==> config.mk <==
export PLATFORM = sky130hd
export DESIGN_NAME = rms_current_dc_removed_core
export DESIGN_NICKNAME = d
export VERILOG_FILES = /design/src/rtl/core/rcdr_pkg.sv /design/src/rtl/core/rms_current_dc_removed_core.sv /design/src/rtl/core/rcdr_front.sv /design/src/rtl/core/rcdr_div.sv /design/src/rtl/core/rcdr_sqrt.sv /design/src/rtl/core/rcdr_mul.sv
export SDC_FILE = /design/constraint.sdc
export NUM_CORES = 2
export LEC_CHECK = 0
export ABC_CLOCK_PERIOD_IN_PS = 5700
export BUFFER_PORTS_ARGS = -buffer_cell sky130_fd_sc_hd__buf_2
export CAP_MARGIN = 0
export CORE_UTILIZATION = 58
export CTS_CLUSTER_SIZE = 20
export DETAILED_ROUTE_END_ITERATION = 10
export HOLD_SLACK_MARGIN = 0.03
export PLACE_DENSITY = 0.78
export SYNTH_ARGS = -nofsm -noshare
export SYNTH_HDL_FRONTEND = slang
export SYNTH_HIERARCHICAL = 1
export SYNTH_SLANG_ARGS = --single-unit
==> constraint.sdc <==
create_clock -name clk -period 5.7 [get_ports clk]
set_input_delay 1.14 -clock clk [delete_from_list [all_inputs] [get_ports clk]]
set_output_delay 1.14 -clock clk [all_outputs]
set_load 0.1 [all_outputs]
==> src/rtl/core/rcdr_pkg.sv <==
`default_nettype none

package rcdr_pkg;

  // field widths
  localparam int SAMPLE_BITS = 12;
  localparam int COUNT_BITS  = 16;
  localparam int WLEN_W      = 16;
  localparam int CAL_W       = 32;
  localparam int SHIFT_W     = 4;
  localparam int OSTART_W    = 12;
  localparam int IRMS_W      = 32;

  // fixed point positions
  localparam int OFFSET_FRAC = 16;
  localparam int KEEP_FRAC   = 4;
  localparam int Q4_SHIFT    = OFFSET_FRAC - KEEP_FRAC;
  localparam int CAL_FRAC    = 24;
  localparam int ROOT_PAD    = 2 * Q4_SHIFT;

  // datapath widths
  localparam int OFF_W       = SAMPLE_BITS + OFFSET_FRAC;
  localparam int DIFF_W      = OFF_W + 1;
  localparam int MAG_W       = DIFF_W - Q4_SHIFT;
  localparam int MEAN_W      = 2 * MAG_W - 1;
  localparam int SUM_W       = MEAN_W + COUNT_BITS;
  localparam int RAD_W       = MEAN_W + ((MEAN_W + ROOT_PAD) % 2);
  localparam int ROOT_W      = (RAD_W + ROOT_PAD) / 2;
  localparam int SQRT_REM_W  = ROOT_W + 1;
  localparam int CMP_W       = (COUNT_BITS > WLEN_W) ? COUNT_BITS : WLEN_W;

  // digit-serial squarer
  localparam int SQ_DIGIT    = 6;
  localparam int SQ_STEPS    = (MAG_W + SQ_DIGIT - 1) / SQ_DIGIT;
  localparam int SQ_MPLR_W   = SQ_DIGIT * SQ_STEPS;
  localparam int SQ_MCAND_W  = MAG_W + SQ_DIGIT * (SQ_STEPS - 1);
  localparam int SQ_CNT_W    = $clog2(SQ_STEPS);

  // iteration counters of the window units
  localparam int DIV_CNT_W   = $clog2(SUM_W);
  localparam int ROOT_CNT_W  = $clog2(ROOT_W);

  // stream words
  localparam int IN_TDATA_W  = ((SAMPLE_BITS + 7) / 8) * 8;
  localparam int OUT_TDATA_W = ((IRMS_W + 7) / 8) * 8;

  // configuration port
  localparam int CFG_ADDR_W  = 3;
  localparam int CFG_DATA_W  = 32;

  localparam logic [CFG_ADDR_W-1:0] REG_WINDOW_LENGTH  = 3'd0;
  localparam logic [CFG_ADDR_W-1:0] REG_CAL_RATIO      = 3'd1;
  localparam logic [CFG_ADDR_W-1:0] REG_FILTER_SHIFT   = 3'd2;
  localparam logic [CFG_ADDR_W-1:0] REG_RESTART_OFFSET = 3'd3;
  localparam logic [CFG_ADDR_W-1:0] REG_OFFSET_START   = 3'd4;

  localparam logic [WLEN_W-1:0]   WLEN_RESET    = 16'd1480;
  localparam logic [CAL_W-1:0]    CAL_RESET     = 32'd36700160;
  localparam logic [SHIFT_W-1:0]  SHIFT_RESET   = 4'd11;
  localparam logic                RESTART_RESET = 1'b1;
  localparam logic [OSTART_W-1:0] OSTART_RESET  = 12'd1024;

  // status of the sample front end toward the window sequencer
  typedef struct packed {
    logic ready;     // front end can take a sample this cycle
    logic win_done;  // window closed, sum and count wait for hand-off
  } front_stat_t;

endpackage

`default_nettype wire

==> src/rtl/core/rms_current_dc_removed_core.sv <==
`default_nettype none

// channel  | dir | ports                           | contents (lsb first)
// ---------+-----+---------------------------------+------------------------------
// in       | in  | in_tvalid/in_tready/in_tdata    | sample[11:0], zero pad
// out      | out | out_tvalid/out_tready/out_tdata | irms[31:0] (Q16.16)
//          |     | out_tuser                       | saturated
// cfg      | in  | cfg_we/cfg_addr/cfg_wdata       | register index, write data
//
// a sample is taken and sample minus offset formed, then the low-pass step,
// then three 6-bit digits of the squarer; back to back, the next sample is
// taken with the last digit; closing a window runs the divider, the root and
// the shift-add multiplier in turn; the front end accumulates the next window
// meanwhile and stalls only when that one closes before the previous result
// is loaded into the output register; synchronous active-low reset, no clearing pass

module rms_current_dc_removed_core (
  input  wire                                   clk,
  input  wire                                   rst_n,
  // sample stream
  input  wire                                   in_tvalid,
  output logic                                  in_tready,
  input  wire  [rcdr_pkg::IN_TDATA_W-1:0]       in_tdata,   // sample, zero pad
  // result stream
  output logic                                  out_tvalid,
  input  wire                                   out_tready,
  output logic [rcdr_pkg::OUT_TDATA_W-1:0]      out_tdata,  // irms
  output logic [0:0]                            out_tuser,  // saturated
  // configuration writes
  input  wire                                   cfg_we,
  input  wire  [rcdr_pkg::CFG_ADDR_W-1:0]       cfg_addr,
  input  wire  [rcdr_pkg::CFG_DATA_W-1:0]       cfg_wdata
);

  localparam int SAMPLE_BITS = rcdr_pkg::SAMPLE_BITS;
  localparam int WLEN_W      = rcdr_pkg::WLEN_W;
  localparam int CAL_W       = rcdr_pkg::CAL_W;
  localparam int SHIFT_W     = rcdr_pkg::SHIFT_W;
  localparam int OSTART_W    = rcdr_pkg::OSTART_W;
  localparam int IRMS_W      = rcdr_pkg::IRMS_W;
  localparam int OUT_TDATA_W = rcdr_pkg::OUT_TDATA_W;

  // window sequencer states
  localparam logic [2:0] B_IDLE = 3'd0;
  localparam logic [2:0] B_DIV  = 3'd1;
  localparam logic [2:0] B_SQRT = 3'd2;
  localparam logic [2:0] B_MUL  = 3'd3;
  localparam logic [2:0] B_OUT  = 3'd4;

  // configuration registers
  logic [WLEN_W-1:0]   wlen_r;
  logic [CAL_W-1:0]    cal_r;
  logic [SHIFT_W-1:0]  shift_r;
  logic                restart_r;
  logic [OSTART_W-1:0] ostart_r;

  always_ff @(posedge clk) begin
    if (!rst_n) begin
      wlen_r    <= rcdr_pkg::WLEN_RESET;
      cal_r     <= rcdr_pkg::CAL_RESET;
      shift_r   <= rcdr_pkg::SHIFT_RESET;
      restart_r <= rcdr_pkg::RESTART_RESET;
      ostart_r  <= rcdr_pkg::OSTART_RESET;
    end else if (cfg_we) begin
      case (cfg_addr)
        rcdr_pkg::REG_WINDOW_LENGTH:  wlen_r    <= cfg_wdata[WLEN_W-1:0];
        rcdr_pkg::REG_CAL_RATIO:      cal_r     <= cfg_wdata[CAL_W-1:0];
        rcdr_pkg::REG_FILTER_SHIFT:   shift_r   <= cfg_wdata[SHIFT_W-1:0];
        rcdr_pkg::REG_RESTART_OFFSET: restart_r <= cfg_wdata[0];
        rcdr_pkg::REG_OFFSET_START:   ostart_r  <= cfg_wdata[OSTART_W-1:0];
        default: ;  // unmapped index, write dropped
      endcase
    end
  end

  // sample front end: offset low-pass, serial square and accumulate
  rcdr_pkg::front_stat_t                fstat;
  logic                                 front_ack;
  logic [rcdr_pkg::SUM_W-1:0]           win_sum;
  logic [rcdr_pkg::COUNT_BITS-1:0]      win_count;

  rcdr_front u_front (
    .clk       (clk),
    .rst_n     (rst_n),
    .in_valid  (in_tvalid),
    .in_sample (in_tdata[SAMPLE_BITS-1:0]),
    .stat      (fstat),
    .win_ack   (front_ack),
    .wlen      (wlen_r),
    .shift     (shift_r),
    .restart   (restart_r),
    .ostart    (ostart_r),
    .sum       (win_sum),
    .count     (win_count)
  );

  assign in_tready = fstat.ready;

  // window units, run one after the other
  logic [2:0]                      bst_r, bst_nxt;
  logic                            div_start, div_done;
  logic                            sqrt_start, sqrt_done;
  logic                            mul_start, mul_done;
  logic [rcdr_pkg::MEAN_W-1:0]     mean;
  logic [rcdr_pkg::ROOT_W-1:0]     root;
  logic [IRMS_W-1:0]               irms;
  logic                            sat;
  logic                            out_load;

  rcdr_div u_div (
    .clk      (clk),
    .rst_n    (rst_n),
    .start    (div_start),
    .dividend (win_sum),
    .divisor  (win_count),
    .done     (div_done),
    .quot     (mean)
  );

  rcdr_sqrt u_sqrt (
    .clk   (clk),
    .rst_n (rst_n),
    .start (sqrt_start),
    .mean  (mean),
    .done  (sqrt_done),
    .root  (root)
  );

  rcdr_mul u_mul (
    .clk   (clk),
    .rst_n (rst_n),
    .start (mul_start),
    .root  (root),
    .cal   (cal_r),
    .done  (mul_done),
    .irms  (irms),
    .sat   (sat)
  );

  // output register, reloaded once the previous word is taken
  logic                  out_valid_r;
  logic [IRMS_W-1:0]     out_irms_r;
  logic                  out_sat_r;

  always_comb begin
    // the divider latches sum and count on start, so the front end is
    // released in the same cycle
    front_ack  = (bst_r == B_IDLE) && fstat.win_done;
    div_start  = front_ack;
    sqrt_start = (bst_r == B_DIV) && div_done;
    mul_start  = (bst_r == B_SQRT) && sqrt_done;
    out_load   = (bst_r == B_OUT) && (!out_valid_r || out_tready);
  end

  always_comb begin
    bst_nxt = bst_r;
    case (bst_r)
      B_IDLE: if (front_ack) bst_nxt = B_DIV;
      B_DIV:  if (div_done)  bst_nxt = B_SQRT;
      B_SQRT: if (sqrt_done) bst_nxt = B_MUL;
      B_MUL:  if (mul_done)  bst_nxt = B_OUT;
      B_OUT:  if (out_load)  bst_nxt = B_IDLE;
      default: bst_nxt = B_IDLE;
    endcase
  end

  always_ff @(posedge clk) begin
    if (!rst_n) begin
      bst_r       <= B_IDLE;
      out_valid_r <= 1'b0;
    end else begin
      bst_r <= bst_nxt;
      if (out_load)        out_valid_r <= 1'b1;
      else if (out_tready) out_valid_r <= 1'b0;
    end
  end

  always_ff @(posedge clk) begin
    if (out_load) begin
      out_irms_r <= irms;
      out_sat_r  <= sat;
    end
  end

  always_comb begin
    out_tvalid   = out_valid_r;
    out_tdata    = OUT_TDATA_W'(out_irms_r);
    out_tuser[0] = out_sat_r;
  end

`ifndef SYNTHESIS
  a_sat_all_ones: assert property (@(posedge clk) disable iff (!rst_n)
    out_valid_r && out_sat_r |-> (out_irms_r == {IRMS_W{1'b1}}))
    else $error("saturated word is not full scale");

  a_hold_not_ready: assert property (@(posedge clk) disable iff (!rst_n)
    fstat.win_done |-> !fstat.ready)
    else $error("front end takes samples while a window waits");
`endif

endmodule

`default_nettype wire

==> src/rtl/core/rcdr_front.sv <==
`default_nettype none

module rcdr_front (
  input  wire                                    clk,
  input  wire                                    rst_n,
  input  wire                                    in_valid,
  input  wire  [rcdr_pkg::SAMPLE_BITS-1:0]       in_sample,
  output rcdr_pkg::front_stat_t                  stat,
  input  wire                                    win_ack,
  input  wire  [rcdr_pkg::WLEN_W-1:0]            wlen,
  input  wire  [rcdr_pkg::SHIFT_W-1:0]           shift,
  input  wire                                    restart,
  input  wire  [rcdr_pkg::OSTART_W-1:0]          ostart,
  output logic [rcdr_pkg::SUM_W-1:0]             sum,
  output logic [rcdr_pkg::COUNT_BITS-1:0]        count
);

  localparam int SAMPLE_BITS = rcdr_pkg::SAMPLE_BITS;
  localparam int COUNT_BITS  = rcdr_pkg::COUNT_BITS;
  localparam int OFF_W       = rcdr_pkg::OFF_W;
  localparam int DIFF_W      = rcdr_pkg::DIFF_W;
  localparam int MAG_W       = rcdr_pkg::MAG_W;
  localparam int SUM_W       = rcdr_pkg::SUM_W;
  localparam int CMP_W       = rcdr_pkg::CMP_W;
  localparam int OFFSET_FRAC = rcdr_pkg::OFFSET_FRAC;
  localparam int Q4_SHIFT    = rcdr_pkg::Q4_SHIFT;
  localparam int SQ_DIGIT    = rcdr_pkg::SQ_DIGIT;
  localparam int SQ_STEPS    = rcdr_pkg::SQ_STEPS;
  localparam int SQ_MPLR_W   = rcdr_pkg::SQ_MPLR_W;
  localparam int SQ_MCAND_W  = rcdr_pkg::SQ_MCAND_W;
  localparam int SQ_CNT_W    = rcdr_pkg::SQ_CNT_W;

  localparam logic [1:0] F_IDLE = 2'd0;
  localparam logic [1:0] F_UPD  = 2'd1;
  localparam logic [1:0] F_SQ   = 2'd2;
  localparam logic [1:0] F_HOLD = 2'd3;

  localparam logic [COUNT_BITS-1:0] COUNT_MAX = {COUNT_BITS{1'b1}};

  logic [1:0]                    st_r, st_nxt;
  logic [OFF_W-1:0]              off_r;
  logic signed [DIFF_W-1:0]      d_r;
  logic [COUNT_BITS-1:0]         cnt_r, wcnt_r;
  logic                          close_r;
  logic [SUM_W-1:0]              sum_r;
  logic [SQ_MCAND_W-1:0]         mcand_r;
  logic [SQ_MPLR_W-1:0]          mplr_r;
  logic [SQ_CNT_W-1:0]           sqc_r;

  logic                          sq_last, ready, accept, close;
  logic [COUNT_BITS-1:0]         cnt_inc;
  logic [OFF_W-1:0]              s16, base;
  logic signed [DIFF_W-1:0]      d_new, step, diff;
  logic [MAG_W-1:0]              q4, mag;
  logic [SQ_MCAND_W+SQ_DIGIT-1:0] pp;

  always_comb begin
    sq_last = (sqc_r == SQ_CNT_W'(SQ_STEPS - 1));
    ready   = (st_r == F_IDLE) || ((st_r == F_SQ) && sq_last && !close_r);
    accept  = in_valid && ready;
    cnt_inc = cnt_r + 1'b1;
    // window closes at its length or when the count saturates
    close   = (CMP_W'(cnt_inc) >= CMP_W'(wlen)) || (cnt_inc == COUNT_MAX);
    s16     = {in_sample, {OFFSET_FRAC{1'b0}}};
    base    = (restart && (cnt_r == '0)) ?
              {SAMPLE_BITS'(ostart), {OFFSET_FRAC{1'b0}}} : off_r;
    d_new   = $signed({1'b0, s16}) - $signed({1'b0, base});
    // low-pass step floors; sample minus new offset is d minus step
    step    = d_r >>> shift;
    diff    = d_r - step;
    q4      = diff[DIFF_W-1:Q4_SHIFT];
    mag     = q4[MAG_W-1] ? (~q4 + 1'b1) : q4;
    pp      = mcand_r * mplr_r[SQ_DIGIT-1:0];
  end

  always_comb begin
    st_nxt = st_r;
    case (st_r)
      F_IDLE: if (accept) st_nxt = F_UPD;
      F_UPD:  st_nxt = F_SQ;
      F_SQ: begin
        if (sq_last) begin
          if (close_r)     st_nxt = F_HOLD;
          else if (accept) st_nxt = F_UPD;
          else             st_nxt = F_IDLE;
        end
      end
      F_HOLD: if (win_ack) st_nxt = F_IDLE;
      default: st_nxt = F_IDLE;
    endcase
  end

  always_ff @(posedge clk) begin
    if (!rst_n) begin
      st_r    <= F_IDLE;
      off_r   <= {SAMPLE_BITS'(rcdr_pkg::OSTART_RESET), {OFFSET_FRAC{1'b0}}};
      cnt_r   <= '0;
      close_r <= 1'b0;
      sum_r   <= '0;
      sqc_r   <= '0;
    end else begin
      st_r <= st_nxt;
      if (accept) begin
        off_r   <= base;
        cnt_r   <= close ? '0 : cnt_inc;
        close_r <= close;
      end
      if (st_r == F_UPD) begin
        off_r <= off_r + step[OFF_W-1:0];
        sqc_r <= '0;
      end
      if (st_r == F_SQ) begin
        sum_r <= sum_r + SUM_W'(pp);
        sqc_r <= sqc_r + 1'b1;
      end
      if ((st_r == F_HOLD) && win_ack) sum_r <= '0;
    end
  end

  always_ff @(posedge clk) begin
    if (accept) begin
      d_r    <= d_new;
      wcnt_r <= cnt_inc;
    end
    if (st_r == F_UPD) begin
      mcand_r <= SQ_MCAND_W'(mag);
      mplr_r  <= SQ_MPLR_W'(mag);
    end else if (st_r == F_SQ) begin
      mcand_r <= mcand_r << SQ_DIGIT;
      mplr_r  <= mplr_r >> SQ_DIGIT;
    end
  end

  always_comb begin
    stat.ready    = ready;
    stat.win_done = (st_r == F_HOLD);
    sum           = sum_r;
    count         = wcnt_r;
  end

`ifndef SYNTHESIS
  a_cnt_below_max: assert property (@(posedge clk) disable iff (!rst_n)
    cnt_r != COUNT_MAX)
    else $error("sample count reached its maximum without closing");

  a_close_holds: assert property (@(posedge clk) disable iff (!rst_n)
    (st_r == F_SQ) && sq_last && close_r |=> (st_r == F_HOLD) && !stat.ready)
    else $error("closing sample did not stop the front end");

  a_sum_clears: assert property (@(posedge clk) disable iff (!rst_n)
    (st_r == F_HOLD) && win_ack |=> (sum_r == '0) && (cnt_r == '0))
    else $error("window hand-off left sum or count behind");
`endif

endmodule

`default_nettype wire

==> src/rtl/core/rcdr_div.sv <==
`default_nettype none

module rcdr_div (
  input  wire                              clk,
  input  wire                              rst_n,
  input  wire                              start,
  input  wire  [rcdr_pkg::SUM_W-1:0]       dividend,
  input  wire  [rcdr_pkg::COUNT_BITS-1:0]  divisor,
  output logic                             done,
  output logic [rcdr_pkg::MEAN_W-1:0]      quot
);

  localparam int SUM_W      = rcdr_pkg::SUM_W;
  localparam int COUNT_BITS = rcdr_pkg::COUNT_BITS;
  localparam int MEAN_W     = rcdr_pkg::MEAN_W;
  localparam int DIV_CNT_W  = rcdr_pkg::DIV_CNT_W;

  logic [SUM_W-1:0]      q_r;
  logic [COUNT_BITS-1:0] rem_r, dv_r;
  logic [DIV_CNT_W-1:0]  cnt_r;
  logic                  busy_r, done_r;

  logic [COUNT_BITS:0]   t, tsub;
  logic                  ge;

  // restoring division, one quotient bit a cycle
  always_comb begin
    t    = {rem_r, q_r[SUM_W-1]};
    ge   = (t >= {1'b0, dv_r});
    tsub = t - {1'b0, dv_r};
  end

  always_ff @(posedge clk) begin
    if (!rst_n) begin
      busy_r <= 1'b0;
      done_r <= 1'b0;
      cnt_r  <= '0;
    end else begin
      done_r <= 1'b0;
      if (start) begin
        busy_r <= 1'b1;
        cnt_r  <= DIV_CNT_W'(SUM_W - 1);
      end else if (busy_r) begin
        if (cnt_r == '0) begin
          busy_r <= 1'b0;
          done_r <= 1'b1;
        end else begin
          cnt_r <= cnt_r - 1'b1;
        end
      end
    end
  end

  always_ff @(posedge clk) begin
    if (start) begin
      q_r   <= dividend;
      rem_r <= '0;
      dv_r  <= divisor;
    end else if (busy_r) begin
      q_r   <= {q_r[SUM_W-2:0], ge};
      rem_r <= ge ? tsub[COUNT_BITS-1:0] : t[COUNT_BITS-1:0];
    end
  end

  always_comb begin
    done = done_r;
    quot = q_r[MEAN_W-1:0];
  end

`ifndef SYNTHESIS
  a_rem_below_divisor: assert property (@(posedge clk) disable iff (!rst_n)
    busy_r |-> (rem_r < dv_r))
    else $error("partial remainder not below divisor");
`endif

endmodule

`default_nettype wire

==> src/rtl/core/rcdr_sqrt.sv <==
`default_nettype none

module rcdr_sqrt (
  input  wire                            clk,
  input  wire                            rst_n,
  input  wire                            start,
  input  wire  [rcdr_pkg::MEAN_W-1:0]    mean,
  output logic                           done,
  output logic [rcdr_pkg::ROOT_W-1:0]    root
);

  localparam int MEAN_W     = rcdr_pkg::MEAN_W;
  localparam int RAD_W      = rcdr_pkg::RAD_W;
  localparam int ROOT_W     = rcdr_pkg::ROOT_W;
  localparam int SQRT_REM_W = rcdr_pkg::SQRT_REM_W;
  localparam int ROOT_CNT_W = rcdr_pkg::ROOT_CNT_W;

  logic [RAD_W-1:0]      rad_r;
  logic [SQRT_REM_W-1:0] rem_r;
  logic [ROOT_W-1:0]     root_r;
  logic [ROOT_CNT_W-1:0] cnt_r;
  logic                  busy_r, done_r;

  logic [SQRT_REM_W+1:0] t, trial, tsub;
  logic                  ge;

  // one root bit per cycle from two radicand bits; the zero fraction
  // bits of the radicand shift in behind the mean
  always_comb begin
    t     = {rem_r, rad_r[RAD_W-1 -: 2]};
    trial = (SQRT_REM_W + 2)'({root_r, 2'b01});
    ge    = (t >= trial);
    tsub  = t - trial;
  end

  always_ff @(posedge clk) begin
    if (!rst_n) begin
      busy_r <= 1'b0;
      done_r <= 1'b0;
      cnt_r  <= '0;
    end else begin
      done_r <= 1'b0;
      if (start) begin
        busy_r <= 1'b1;
        cnt_r  <= ROOT_CNT_W'(ROOT_W - 1);
      end else if (busy_r) begin
        if (cnt_r == '0) begin
          busy_r <= 1'b0;
          done_r <= 1'b1;
        end else begin
          cnt_r <= cnt_r - 1'b1;
        end
      end
    end
  end

  always_ff @(posedge clk) begin
    if (start) begin
      rad_r  <= RAD_W'(mean);
      rem_r  <= '0;
      root_r <= '0;
    end else if (busy_r) begin
      rad_r  <= rad_r << 2;
      rem_r  <= ge ? tsub[SQRT_REM_W-1:0] : t[SQRT_REM_W-1:0];
      root_r <= {root_r[ROOT_W-2:0], ge};
    end
  end

  always_comb begin
    done = done_r;
    root = root_r;
  end

endmodule

`default_nettype wire

==> src/rtl/core/rcdr_mul.sv <==
`default_nettype none

module rcdr_mul (
  input  wire                            clk,
  input  wire                            rst_n,
  input  wire                            start,
  input  wire  [rcdr_pkg::ROOT_W-1:0]    root,
  input  wire  [rcdr_pkg::CAL_W-1:0]     cal,
  output logic                           done,
  output logic [rcdr_pkg::IRMS_W-1:0]    irms,
  output logic                           sat
);

  localparam int ROOT_W     = rcdr_pkg::ROOT_W;
  localparam int CAL_W      = rcdr_pkg::CAL_W;
  localparam int CAL_FRAC   = rcdr_pkg::CAL_FRAC;
  localparam int IRMS_W     = rcdr_pkg::IRMS_W;
  localparam int ROOT_CNT_W = rcdr_pkg::ROOT_CNT_W;
  localparam int PROD_W     = CAL_W + ROOT_W;

  logic [CAL_W-1:0]      hi_r, cal_r;
  logic [ROOT_W-1:0]     lo_r;
  logic [ROOT_CNT_W-1:0] cnt_r;
  logic                  busy_r, done_r;

  logic [CAL_W:0]        addv;
  logic [PROD_W-1:0]     prod;

  // shift-add, root bits from the lsb up; the product builds in hi:lo
  always_comb begin
    addv = {1'b0, hi_r} + {1'b0, (lo_r[0] ? cal_r : {CAL_W{1'b0}})};
    prod = {hi_r, lo_r};
    sat  = |prod[PROD_W-1:CAL_FRAC+IRMS_W];
    irms = sat ? {IRMS_W{1'b1}} : prod[CAL_FRAC+IRMS_W-1:CAL_FRAC];
    done = done_r;
  end

  always_ff @(posedge clk) begin
    if (!rst_n) begin
      busy_r <= 1'b0;
      done_r <= 1'b0;
      cnt_r  <= '0;
    end else begin
      done_r <= 1'b0;
      if (start) begin
        busy_r <= 1'b1;
        cnt_r  <= ROOT_CNT_W'(ROOT_W - 1);
      end else if (busy_r) begin
        if (cnt_r == '0) begin
          busy_r <= 1'b0;
          done_r <= 1'b1;
        end else begin
          cnt_r <= cnt_r - 1'b1;
        end
      end
    end
  end

  always_ff @(posedge clk) begin
    if (start) begin
      hi_r  <= '0;
      lo_r  <= root;
      cal_r <= cal;
    end else if (busy_r) begin
      hi_r <= addv[CAL_W:1];
      lo_r <= {addv[0], lo_r[ROOT_W-1:1]};
    end
  end

endmodule

`default_nettype wire

; Word-level counts from Yosys, hierarchy flattened
; Cells that the tools add are included.
; Widths: inputs -> output; s select.
[word_totals]
reg_bits = 580
latchBits = 0
ramBits = 0
mem_bits_ro = 0
inputBits = 56
out_inout_bits = 35
word_cells = 195
mem_count = 0
[op_classes]
n_addsub = 13
multipliers = 1
div_mod_pow = 0
order_cmp = 3
eq_ne = 24
shifts = 1
muxes = 55
bitwise_logic = 8
reduce_logical = 48
[ops]
columns = operator, count
row1 = $mux 49, 2
row2 = $mux 17, 5
row3 = $mux 28, 3
row4 = $mux 33, 2
row5 = $mux 29, 2
row6 = $add 49x35->49, 1
row7 = $mul 29x6->35, 1
row8 = $add 32x32->33, 1
row9 = $ge 32x31->1, 1
row10 = $mux 16, 2
row11 = $mux 32, 1
row12 = $mux 30, 1
row13 = $mux 5, 6
row14 = $sub 30x30->30, 1
row15 = $sshr 29x4->29, 1
row16 = $sub 28x28->29, 1
row17 = $sub 29x29->29, 1
row18 = $add 28x28->28, 1
row19 = $reduce_and 2->1, 11
row20 = $mux 6, 3
row21 = $add 17x1->17 const B, 1
row22 = $ge 17x16->1, 1
row23 = $not 17->17, 1
row24 = $add 16x1->16 const B, 1
row25 = 33 further kinds, 102

; Longest topological paths before layout
[depth]
ltp_word = 9
mapped_depth = 24
mapped_depth_nobuf = 21

; Cells and area by module
; Netlist, hierarchy kept.
[modules_own_cells]
columns = module, n_inst, cells_per_inst, area_per_inst_um2, seq_area_each_um2
row1 = rcdr_front, 1, 2182, 19249.7, 4574.4
row2 = rcdr_mul, 1, 568, 5801.8, 2612.5
row3 = rcdr_sqrt, 1, 594, 5776.8, 2332.2
row4 = rcdr_div, 1, 394, 4704.5, 2432.3
row5 = rms_current_dc_removed_core, 1, 311, 3524.6, 2372.3

; Least setup slack after synthesis
; Ideal clock, no wire load.
[synth_path]
path_type = register -> register
from = register u_front.mplr_r[5]
to = register u_front.sum_r[48] (netlist: u_front/sum[48])
setup_time_ps = 128
arrival_ps = 5824
required_time_ps = 5572
path_slack_ps = -252
path_stages_with_launch = 23
path_buffers = 2
period_less_slack_ps = 5952
path_cell_list = edfxtp_1 clkbuf_1 clkbuf_1 nand2_1 fa_1 fa_1 inv_1 fa_1 inv_1 fa_1 inv_1 ha_1 o21a_1 o21a_1 o211ai_1 o211ai_1 a2111oi_1 o211ai_1 a41o_1 a211oi_2 nor3_1 xnor2_1 nor2_1
[synth_via]
elab_chain_cells = 2
[synth_rtl]
columns = item, line
row1 = start: declaration, rcdr_front.sv:47  ; logic [SQ_MPLR_W-1:0] mplr_r;
row2 = start signal: assignment, rcdr_front.sv:127  ; mplr_r <= SQ_MPLR_W'(mag);
row3 = start signal: assignment, rcdr_front.sv:130  ; mplr_r <= mplr_r >> SQ_DIGIT;
row4 = $mul 29x6->35, rcdr_front.sv:73  ; pp = mcand_r * mplr_r[SQ_DIGIT-1:0];
row5 = $add 49x35->49, rcdr_front.sv:113  ; sum_r <= sum_r + SUM_W'(pp);
row6 = end signal: assignment, rcdr_front.sv:113
row7 = end: declaration, rcdr_front.sv:45  ; logic [SUM_W-1:0] sum_r;
; No other way between the ends.
; A chain may end at the register's enable or synchronous reset.

; Worst setup path after layout
[layout_path]
from = register u_front.mplr_r[1]
to = register u_front.sum_r[44] (netlist: u_front/sum[44])
; The elaborated chain is that of the path after synthesis.

==> out/qor.txt <==
# diodes: 0
Max Buffers Root-to-Sink: 3
Root Buffer: clkbuf_16
Post-route ant nets: 0
Crit path DAT: 6290 ps
Dominant delay contributor by cell family on the critical path: adder cells
Seq/Total Area, Yosys: 36.7%
CTS tree: done
Hold path depth: 0
Crit-path cells: and2_4 > fa_1 > inv_2 > fa_1 > inv_2 > fa_1 > inv_2 > fa_1 > inv_2 > ha_4 > o21a_1 > o21a_1 > o211ai_1 > o211ai_1 > a2111oi_4 > o211ai_1 > a41o_1 > a211oi_4 > buf_12 > nor3_4 > xnor2_1 > nor2_1
Total track usage: 25.2%
Register-to-Register Path Depth: 22
Design area: 43100 um2
Top_reg_cell synth: dfxtp_1
Chip Height: 262 um
Core Area: 66200 um2
Setup CP Type: flop to flop
Most common cell after layout, fill and taps aside: nor2_1
Vias in the first global route: 28500
Pin count of the biggest net entering global routing: 87
Clock-pin slew on the worst setup and hold paths: 70 ps
Post-synthesis cell type count: 115
Crit-path max cell delay: 560 ps
Synth Area per Inst: 9.65 um2
Routed len/inst: 17.1 um
DRC viols: 0
Hold endpoint: u_div/dv_r[4]
Synth Area in Adders: 14.7%
FILL cells: 5131
CP Capture Type: flop
Post-synth EDFFs: 271
First-pass GRT wire length: 142000 um
Vias/cell: 5.84
Compound-Gate Fraction of Synth Area: 14.6%
Final min period: 5760 ps
Setup violations, final: 7
Area leader, netlist: edfxtp_1
Top cell type's share of synthesized area: 20.8%
Post-synthesis mux area share: 8.27%
CTS H-tree lvls: 2
Starting Density: 59.0%
R2R setup slack: -60 ps
Worst Tran Pin Value: 1210 ps
Critical Path Start Type: flop
Nets: 4541
Worst Path Required: 6230 ps
Critical path origin: u_front/mplr_r[1]
Routability cong.: 0.903
Main combinational cell family by area after synthesis: simple AND/OR/NAND/NOR gates
Max-cap violations: 0
Chip width: 262 um
RSZ-0062 raised after global routing: yes
Total gr overflow: 0
Routed vias: 29400
Initial antenna violation count: 0
Reg2reg start: u_front/mplr_r[1]
Ys Warns: 6
Period utilization: 101%
Net Count, Synth: 4476
Post-Route Skew: 65.5 ps
Final worst slack: -63.6 ps
Buffers on Ports: 86
DRT iter0 DRCs: 2446
Post-synthesis xor/xnor area fraction: 4.23%
HP Start: u_front/count[4]
Reg-to-reg endpoint: u_front/sum[44]
Hold/Removal Path Class: flop to flop
Post-synth ARST share: 0%
Routed WL: 86200 um
Core Rows: 94
Failing checks: negative setup slack
Run status: finished, violations left
Buf/Inv on CP: 5
Final Max Slew Viols: 0
Final Hold Fails: 0
Worst Path Max Fanout: 7
Initial DRT Pass Iterations: 6
Clock Sinks: 580
Die area: 68400 um2
Synth Register Bits: 580
# IOs: 91
Share of layout cells above drive strength 1: 14.2%
Cts bufs inserted: 61
Placed Instance Area: 40500 um2
Post-Syn Instances: 4049
Clk Latency, worst-skew pair: 660 ps
Most frequent cells in the layout: 343 x nor2_1, 306 x dfxtp_1, 297 x inv_1
Largest cells by area after synthesis: edfxtp_1 21%, dfxtp_1 16%, fa_1 7.4%, ha_1 7.3%, mux2i_1 3.9%
Mapped cell area: 39100 um2
Crit path max-delay cell type: fa_1
P&R area growth vs syn: 10.3%
Rel. slew slack: 19.0%
Post-DP HPWL: 62300 um
Achievable Freq: 174 MHz
Post-synthesis simple-gate area fraction: 16.0%
[per-layer routing]
layer	track usage, %	vias to the layer above	routed length (um)
met5	0	-	0
met4	7.24	0	2370
met1	35.0	14000	39400
li1	-	14400	-
met2	41.0	774	39800
met3	3.33	163	4550
[kinds of logic (layout without fill, tap and decap cells)]
group           Yosys count  in the layout
simple gates           1241           1241
compound gates          858            858
flops                   580            580
buf+inv                 522            640
fa+ha+maj               371            371
mux                     290            290
xor+xnor                187            187
[worst max-delay path by stage]
stage | to | slack, ps | depth (start not counted)
floorplan | u_front/sum[48] | -4 | 22
global placement | u_front/sum[46] | -70 | 21
detailed placement | u_front/sum[46] | -130 | 19
CTS | u_front/sum[48] | -40 | 22
global route | u_front/sum[44] | -270 | 22
finish | u_front/sum[44] | -60 | 22
[state kept, by name (all words and copies together) (netlist names), 6 cells and up]
name             cells
u_front/cnt_r       16
u_div/dv_r          16
u_front/off_r       28
u_front/sum         49
u_front/mplr_r      17
u_front/d_r         29
u_sqrt/root         29
u_mul/cal_r         32
u_front/mcand_r     29
u_div/q_r           49
cal_r               32
ostart_r            12
u_sqrt/rem_r        30
wlen_r              16
u_front/count       16
u_div/rem_r         16
u_mul/hi_r          32
u_mul/lo_r          29
u_sqrt/rad_r        34
out_tdata           32
u_div/cnt_r          6
[metrics by stage]
step | setup WS [ps] | util [%] | hold WS (ps) | instances | setup TNS (ps)
global route | -267 | 65.1 | 421 | 5031 | -2240
CTS | -39.3 | 64.5 | 420 | 5020 | -192
floorplan | -4.12 | - | 400 | 4049 | -4.12
detailed placement | -135 | 61.2 | 405 | 4898 | -649
finish | -63.6 | 65.1 | 415 | 5031 | -265
global placement | -69.9 | 61.2 | 403 | 4898 | -314
[synth_stat cells (all sizes together), types with 36 or more instances]
master,count
inv,306
a21oi,223
mux2i,153
fa,144
xnor2,119
mux2,124
a211oi,73
nand2,251
nor3,54
ha,227
buf,67
o21a,37
o21ai,206
clkbuf,145
dfxtp,309
edfxtp,271
xor2,68
and2,210
nor2,345
or3,51
a21o,86
nand2b,37
nor2b,36
nand3,117
a31oi,47
[area by class of cell]
class                   instances  area, um2  area share, %
inverters                     310       1160           2.70
clock buffers                  76       1680           3.91
repair buffers                214       1490           3.46
clock inverters                40        385          0.894
flip-flops and latches        580      14300           33.3
multi-input cells            2947      23000           53.3
well taps                     864       1080           2.51
[what timing repair did]
action	4_1_cts	5_1_grt
setup buffers	6	12
resized for setup	17	58
pin swaps	22	65
hold buffers	0	0
setup endpoints to repair	8	35
Power is left out: the tool's default activity adds up to more than one toggle a clock period on the data nets, which glitch-free logic cannot reach.
